### src/rtl/core/gdr_pkg.sv
// Shared types and constants of the grid ray caster.
package gdr_pkg;

  localparam int unsigned MAP_BITS  = 6;
  localparam int unsigned MAP_SIDE  = 1 << MAP_BITS;
  localparam int unsigned ADDR_W    = 2 * MAP_BITS;
  localparam int unsigned FRAC_BITS = 16;
  localparam int unsigned VEC_BITS  = 14;
  localparam int unsigned WALK_MAX  = 2 * MAP_SIDE + 1;
  localparam int unsigned DVD_W     = 56;
  localparam int unsigned DVS_W     = 30;

  localparam logic [23:0] DIST_MAX  = 24'hFFFFFF;
  localparam logic [9:0]  COL_MAX   = 10'd1023;
  localparam logic [7:0]  WALL_CODE = 8'd1;

  // Item kinds
  localparam logic KIND_WRITE = 1'b0;
  localparam logic KIND_CAST  = 1'b1;

  // Register indexes
  localparam logic [2:0] CFG_PLAYER_X  = 3'd0;
  localparam logic [2:0] CFG_PLAYER_Y  = 3'd1;
  localparam logic [2:0] CFG_DIR_X     = 3'd2;
  localparam logic [2:0] CFG_DIR_Y     = 3'd3;
  localparam logic [2:0] CFG_PLANE_X   = 3'd4;
  localparam logic [2:0] CFG_PLANE_Y   = 3'd5;
  localparam logic [2:0] CFG_SCREEN_W  = 3'd6;
  localparam logic [2:0] CFG_TEXTURE_W = 3'd7;

  typedef struct packed {
    logic               kind;
    logic [11:0]        column;
    logic [MAP_BITS-1:0] cell_x;
    logic [MAP_BITS-1:0] cell_y;
    logic [7:0]         cell_value;
  } item_t;

  typedef struct packed {
    logic [21:0]        player_x;
    logic [21:0]        player_y;
    logic signed [15:0] view_dir_x;
    logic signed [15:0] view_dir_y;
    logic signed [15:0] plane_x;
    logic signed [15:0] plane_y;
    logic [12:0]        screen_width;
    logic [10:0]        texture_width;
  } cfg_t;

endpackage

### src/rtl/core/gdr_front.sv
// Request intake: unpacks input requests into a two-entry queue.
module gdr_front (
  input  logic            clk_i,
  input  logic            rst_ni,
  input  logic            in_valid_i,
  output logic            in_ready_o,
  input  logic            in_kind_i,
  input  logic [31:0]     in_data_i,
  input  logic            open_i,
  output logic            q_valid_o,
  output gdr_pkg::item_t  q_item_o,
  input  logic            q_pop_i
);
  import gdr_pkg::*;

  item_t      fifo_q [2];
  logic       wr_ptr_q, rd_ptr_q;
  logic [1:0] cnt_q;
  logic       push;
  item_t      item;

  // Unpack request fields
  always_comb begin
    item.kind       = in_kind_i;
    item.column     = in_data_i[11:0];
    item.cell_x     = in_data_i[17:12];
    item.cell_y     = in_data_i[23:18];
    item.cell_value = in_data_i[31:24];
  end

  assign in_ready_o = open_i && (cnt_q != 2'd2);
  assign push       = in_valid_i && in_ready_o;
  assign q_valid_o  = cnt_q != 2'd0;
  assign q_item_o   = fifo_q[rd_ptr_q];

  // Advance pointers and fill count
  always_ff @(posedge clk_i or negedge rst_ni) begin
    if (!rst_ni) begin
      wr_ptr_q <= 1'b0;
      rd_ptr_q <= 1'b0;
      cnt_q    <= '0;
    end else begin
      if (push) begin
        wr_ptr_q <= !wr_ptr_q;
      end
      if (q_pop_i) begin
        rd_ptr_q <= !rd_ptr_q;
      end
      cnt_q <= cnt_q + 2'(push) - 2'(q_pop_i);
    end
  end

  // Store request payload
  always_ff @(posedge clk_i) begin
    if (push) begin
      fifo_q[wr_ptr_q] <= item;
    end
  end

endmodule

### config.mk
export PLATFORM = sky130hd
export DESIGN_NAME = gdr_front
export DESIGN_NICKNAME = d
export VERILOG_FILES = /design/src/rtl/core/gdr_pkg.sv /design/src/rtl/core/gdr_front.sv
export SDC_FILE = /design/constraint.sdc
export NUM_CORES = 1
export LEC_CHECK = 0
export ABC_AREA = 1
export BUFFER_PORTS_ARGS = -buffer_cell sky130_fd_sc_hd__buf_2
export CAP_MARGIN = 20
export CORE_ASPECT_RATIO = 1.75
export CORE_UTILIZATION = 30
export DETAILED_ROUTE_END_ITERATION = 7
export PLACE_DENSITY = 0.5
export SETUP_SLACK_MARGIN = 0.02
export SLEW_MARGIN = 20
export SYNTH_ARGS = -nofsm -noshare
export SYNTH_HDL_FRONTEND = slang
export SYNTH_SLANG_ARGS = --single-unit
### constraint.sdc
create_clock -name clk_i -period 3.9 [get_ports clk_i]
set_input_delay 0.195 -clock clk_i [delete_from_list [all_inputs] [get_ports clk_i]]
set_output_delay 0.195 -clock clk_i [all_outputs]
set_load 0.1 [all_outputs]
## Word-level counts from Yosys, hierarchy flattened

Memories as Yosys holds them, arrays and structs flattened.
Index checks and enable logic that the tools add are counted.

| word-level totals | value |
|---|---|
| RAM bits | 66 |
| word-level logic and storage cells | 14 |
| bits of input ports | 38 |
| output and inout port bits | 35 |
| memories | 1 |
| register bits after elaboration | 4 |

Memories:

| name | depth | width | rd ports | clocked after Yosys merged registers in | write ports | line | text |
|---|---|---|---|---|---|---|---|
| fifo_q | 2 | 33 | 1 | 0 | 1 | gdr_front.sv:16 | `item_t fifo_q [2];` |

| cells by class | value |
|---|---|
| multiplexer cells | 2 |
| reduce and logical (&&, ||, !) cells | 5 |
| equality and inequality tests | 1 |
| add/subtract/negate cells | 2 |

Operators with widths:

| operator | count |
|---|---|
| adder 2 x 1 -> 2 bit | 1 |
| logical AND 1 bit | 2 |
| logical NOT 1 bit | 2 |
| two-way mux 1 bit | 2 |
| inequality test 2 bit, second input constant | 1 |
| nonzero test 2 bit | 1 |
| subtractor 2 x 1 -> 2 bit | 1 |

## Longest topological paths before layout

Gate-level depths: netlist of the first run.

| logic depth | value |
|---|---|
| depth in word-level cells | 5 |
| mapped depth | 9 |
| mapped depth without buffers | 9 |

## Least setup slack after synthesis of the first run

No wires, ideal clock.

| timing path | value |
|---|---|
| path kind | reg2out |
| start | register rd_ptr_q |
| end | output q_item_o[10] (netlist name) |
| cell stages (with the launch flop) | 3 |
| path slack | 1.012 ns |
| arrival time | 2.693 ns |
| path buffers | 1 |
| data required time | 3.705 ns |
| path through | dfrtp_1 > clkbuf_1 > o21ai_0 |

RTL lines:

| what | line | text |
|---|---|---|
| from (decl) | gdr_front.sv:17 | `logic wr_ptr_q, rd_ptr_q;` |
| from (signal assigned) | gdr_front.sv:47 | `rd_ptr_q <= !rd_ptr_q;` |
| to (decl) | gdr_front.sv:11 | `output gdr_pkg::item_t q_item_o,` |

==> reports/metrics.cfg, run 1 <==
[synth]
synthDominantAreaCellType=edfxtp_1
yosys.cell_types.count=15
yosys.area_share.simple_pct=6.64
ys.flop_type=edfxtp_1
yosysTopAreaCellShare_pct=74.1
ys_warn_count=0
synth-xor-area-share_pct=0.328
synth_fa_ha_area_share_pct=0.936
synthArstFlopShare_pct=5.71
synth_nets=240
synth_compound_area_share_pct=6.46
synthMuxAreaShare_pct=0
yosys-top-cells-area=edfxtp_1 (74%), nand2_1 (5.9%), inv_1 (5.6%)
synth_commonest_cells=edfxtp_1 (66), nand2_1 (42), inv_1 (40)
syn_inst=200
yosysSeqAreaShare_pct=77.9
synth_edf_count=66
netlist_area_mm2=0.00267
synth_top_family_by_area=buffers and inverters
post-synth-top-count-cell=edfxtp_1
avgSynthCellArea_um2=13.4
ys_ff_latch=70

[setup_path]
cp_max_fo=67
r2r-start=cnt_q[1]
r2r-end=fifo_q[1][19]
r2r_slack_ns=2.06
critPathArrivalTime_ns=2.09
crit_chain=nand2_1 -> o21ai_0 -> buf_2
ff2ff_path_depth=3
critical_path.max_stage_delay_ns=1.00
worstPathRequired_ns=3.70
cp_top_family=flip-flops
setup.worst_path.start_class=flop
critical_path_class=reg2out
cp.buffers_inverters=1
end_kind=output pin
critical_path.slowest_cell=dfrtp_2

[floorplanning]
design.die.area_mm2=0.00931
core-area_mm2=0.00867
die_h_um=127
num_io_pins=73
start_util_pct=30.8
placement_rows=45
die_w_um=73.4

[timing]
setup-violations-final=0
setup_tns_ns=0
rsz0062_at_grt=false
worst_pin_slew_ns=0.983
finalCritPeriodShare_pct=58.5
finClkSkew_ns=0.00327
fmax_mhz=438
slew_headroom_pct=34.3
post-route-min-period_ns=2.28
hold_violations=0
final_max_slew_viol_count=0

[global_route]
antenna_found_initial=0
overflow=0
grt_pass1_vias=1524
grt_pass1_wl_mm=7.24
grt_max_degree=68
grt_use_total_pct=10.9

[clocking]
numCtsBuffers=9
cts_buffer_depth=2
post_cts_buffers=0
cts.sinks=70
ctsResizeCount=0
h-tree-depth=3
clkLatencyLatePin_ns=0.32
cts_tree=built
clkTransAtPathRegs_ns=0.05
clock-root-buffer=clkbuf_16

[route]
drt_wl_total_mm=4.57
drtAntennaViolNets=0
drc=0
drt_iter0_markers=81
dr.pass1.iters=4
vias_per_cell=4.05
via_count=1618
wl_per_cell_um=11.4

[hold_path]
min_to=fifo_q[0][9]
worstHoldPathType=in2reg
min_from=in_data_i[19]
hold-path-cell-count=1

[run_status]
status=complete, no violations

[finish]
diodes=0
nFillCells=890
area_growth_pct=27.7
drive_gt1_share_pct=31.4
nNetsFinal=318

[place]
io_buffers=72
dp_hpwl_mm=3.04
finalWeightedCongestion=0.759

[flow_run]
max_cap_violations=0

## layout by cell type, fill, tap and decap left out
cell type      netlist  routed
clkbuf_16            0       9
buf_2                1      72
dfrtp_1              4       3
dlygate4sd3_1        0       1
dfrtp_2              0       1
buf_4                0       1
o21ai_1              3       3
edfxtp_1            66      66
nand4_1              1       1
a21boi_0             1       1
clkinv_1             0       2
xor2_1               1       1
clkinvlp_4           0       2
clkinv_4             0       1
nand3_1              2       2
ha_1                 2       2
nor2_4               0       1
o21ai_0             30      30
nand2_1             42      42
clkinv_2             0       2
inv_1               40      40
## state kept, by name (all words and copies together) (netlist names)
name / cells
fifo_q: 66
rd_ptr_q: 1
cnt_q: 2
wr_ptr_q: 1
## logic make-up (layout without fill, tap and decap cells)
group	count (synthesis)	in the layout
adder cells (fa/ha/maj)	2	2
buffers and inverters	47	130
AO/OA/AOI/OAI	34	34
AND/OR/NAND/NOR	46	46
XOR/XNOR	1	1
flip-flops	70	70
## worst register-to-register path, stage by stage (launching register included)
cell and delay [ns]:
dfrtp_1 0.40, nand2_1 0.10, nand3_1 0.16, nor2_4 0.78
## metrics by stage
| step | instance area (µm²) | util (%) | worst slack [ns] | std cells | hold slack [ns] |
|---|---|---|---|---|---|
| after global placement | 3140 | 36.2 | 1.95 | 383 | 0.00816 |
| after floorplan | 2670 | - | 1.01 | 200 | -0.101 |
| after detailed placement | 3140 | 36.2 | 1.90 | 383 | 0.00992 |
| after CTS | 3420 | 39.4 | 1.54 | 400 | 0.0470 |
| final | 3420 | 39.4 | 1.62 | 400 | 0.0546 |
| after global routing | 3420 | 39.4 | 1.39 | 400 | 0.0482 |
## worst max-delay path by stage
| stage | from | to | slack [ns] | cells after the start |
|---|---|---|---|---|
| floorplan | rd_ptr_q | q_item_o[10] | 1.01 | 2 |
| CTS | rd_ptr_q | q_item_o[13] | 1.54 | 3 |
| finish | rd_ptr_q | q_item_o[13] | 1.62 | 3 |
| global placement | rd_ptr_q | q_item_o[10] | 1.95 | 3 |
| detailed placement | rd_ptr_q | q_item_o[13] | 1.90 | 3 |
| global route | rd_ptr_q | q_item_o[13] | 1.39 | 3 |
## layer usage
metal | wire, µm | up-vias | GRT usage, %
li1 | - | 822 | -
met1 | 1670 | 740 | 11.1
met2 | 2500 | 43 | 18.2
met3 | 236 | 13 | 2.94
met4 | 168 | 0 | 8.82
met5 | 0 | - | 0
## timing repair
action,in CTS,in global routing
endpoints found under the setup margin,0,0
hold endpoints to repair,4,0
hold buffers,1,0
## area by class of cell
| class | count | area [µm²] | area share, % |
|---|---|---|---|
| inverter | 40 | 150 | 4.40 |
| clock inverter | 7 | 41.3 | 1.21 |
| clock buffer | 9 | 225 | 6.59 |
| tap | 117 | 146 | 4.29 |
| multi-input combinational | 83 | 392 | 11.5 |
| timing repair buffer | 74 | 378 | 11.1 |
| sequential | 70 | 2080 | 61.0 |
Power of run 1 is not shown: default switching activity piles up to over one toggle a cycle in this logic, so the estimate is an artifact.
==> inputs of run 2 (changes only) <==
==> constraint.sdc (replaced) <==
create_clock -name clk_i -period 2.35 [get_ports clk_i]
set_input_delay 0.1175 -clock clk_i [delete_from_list [all_inputs] [get_ports clk_i]]
set_output_delay 0.1175 -clock clk_i [all_outputs]
set_load 0.1 [all_outputs]
==> reports/metrics.cfg, run 2 (synthesis results as in run 1) <==
[run_status]
status=complete, no violations

[clocking]
post_cts_buffers=0
cts_tree=built
cts_buffer_depth=2
clkTransAtPathRegs_ns=0.05
clkLatencyLatePin_ns=0.32
h-tree-depth=3
cts_hold_buf=34
numCtsBuffers=9
cts.sinks=70
ctsResizeCount=0
clock-root-buffer=clkbuf_16

[global_route]
grt_pass1_wl_mm=7.73
overflow=0
grt_use_total_pct=12.1
grt_pass1_vias=1696
antenna_found_initial=0
grt_max_degree=41

[hold_path]
worstHoldPathType=in2reg
min_from=q_pop_i
hold-path-cell-count=2
min_to=rd_ptr_q

[floorplanning]
core-area_mm2=0.00867
die_h_um=127
num_io_pins=73
start_util_pct=30.8
design.die.area_mm2=0.00931
placement_rows=45
die_w_um=73.4

[timing]
setup_tns_ns=0
hold_violations=0
worst_pin_slew_ns=0.500
final_max_slew_viol_count=0
fmax_mhz=504
post-route-min-period_ns=1.98
finalCritPeriodShare_pct=84.4
finClkSkew_ns=0.00459
setup-violations-final=0
rsz0062_at_grt=false
slew_headroom_pct=66.6

[place]
dpl_cell_area_mm2=0.00317
dp_hpwl_mm=3.33
io_buffers=72
finalWeightedCongestion=0.705

[finish]
largest_reg_flops=66
nNetsFinal=353
final_common_cell=buf_2
design_area_mm2=0.00376
area_growth_pct=40.5
top_register=fifo_q
final_cell_mix=buf_2 (72), edfxtp_1 (66), nand2_1 (42)
largestRegisters=fifo_q x66, cnt_q x2
postLayoutCoreUtil_pct=43.3
drive_gt1_share_pct=27.4
nFillCells=859
diodes=0

[setup_path]
setup.worst_path.start_class=flop
cp.buffers_inverters=2
critPathLaunch=rd_ptr_q
ff2ff_path_depth=4
cp_max_fo=40
critical_path_class=reg2out
critical_path.slowest_cell=dfrtp_2
r2r-start=cnt_q[1]
r2r-end=fifo_q[1][10]
cp_top_family=buffers and inverters
critPathArrivalTime_ns=1.87
worstPathRequired_ns=2.23
end_kind=output pin
r2r_slack_ns=0.78
critical_path.max_stage_delay_ns=0.68
crit_chain=buf_12 -> nand2_1 -> o21ai_0 -> buf_2

[route]
vias_per_cell=4.03
via_count=1751
dr.pass1.iters=4
drt_iter0_markers=83
drtAntennaViolNets=0
drc=0
wl_per_cell_um=11.6
drt_wl_total_mm=5.03

[flow_run]
max_cap_violations=0

==> run 2: cell count changes in the layout (fill, tap and decap cells not counted) <==
cell,before,now
dlygate4sd3_1,1,34
buf_12,0,1
buf_4,1,2
clkinv_2,2,1
clkbuf_1,0,3
clkinvlp_4,2,0
a21boi_1,0,1
a21boi_0,1,0
o21ai_0,30,20
o21ai_1,3,13
clkinv_4,1,0
==> run 2: layout make-up <==
cell class              count  area (µm²)  share of cell area, %
multi-input cells          83         392                   10.4
inverters                  40         150                   4.00
clock inverters             3        12.5                  0.333
well taps                 117         146                   3.90
repair buffers            109         736                   19.6
clock buffers              12         236                   6.30
flip-flops and latches     70        2080                   55.5
==> run 2: per-stage QoR <==
| step | instances | worst slack, ns | hold WS, ns |
|---|---|---|---|
| after floorplan | 200 | -0.461 | -0.178 |
| after detailed placement | 385 | 0.667 | -0.0649 |
| after global routing | 434 | 0.211 | 0.0118 |
| final | 434 | 0.366 | 0.00859 |
| after CTS | 434 | 0.308 | 0.000439 |
| after global placement | 385 | 0.694 | -0.0648 |
==> run 2: worst max-delay path by stage <==
stage	to	slack, ns	cells past startpoint
after global routing	q_item_o[24]	0.21	4
after detailed placement	q_item_o[12]	0.67	4
after floorplan	q_item_o[10]	-0.46	2
final	q_item_o[12]	0.37	4
after global placement	q_item_o[12]	0.69	4
after CTS	q_item_o[12]	0.31	4
==> run 2: per-layer routing <==
| layer | track usage, % | vias to the layer above | part of all wire, % | wire, µm |
|---|---|---|---|---|
| met1 | 10.2 | 806 | 36 | 1810 |
| li1 | - | 894 | - | - |
| met4 | 7.81 | 0 | 2.7 | 136 |
| met2 | 22.9 | 41 | 57 | 2890 |
| met3 | 4.05 | 10 | 4.1 | 206 |
| met5 | 0 | - | 0 | 0 |
Power of run 2 is left out for the same reason.
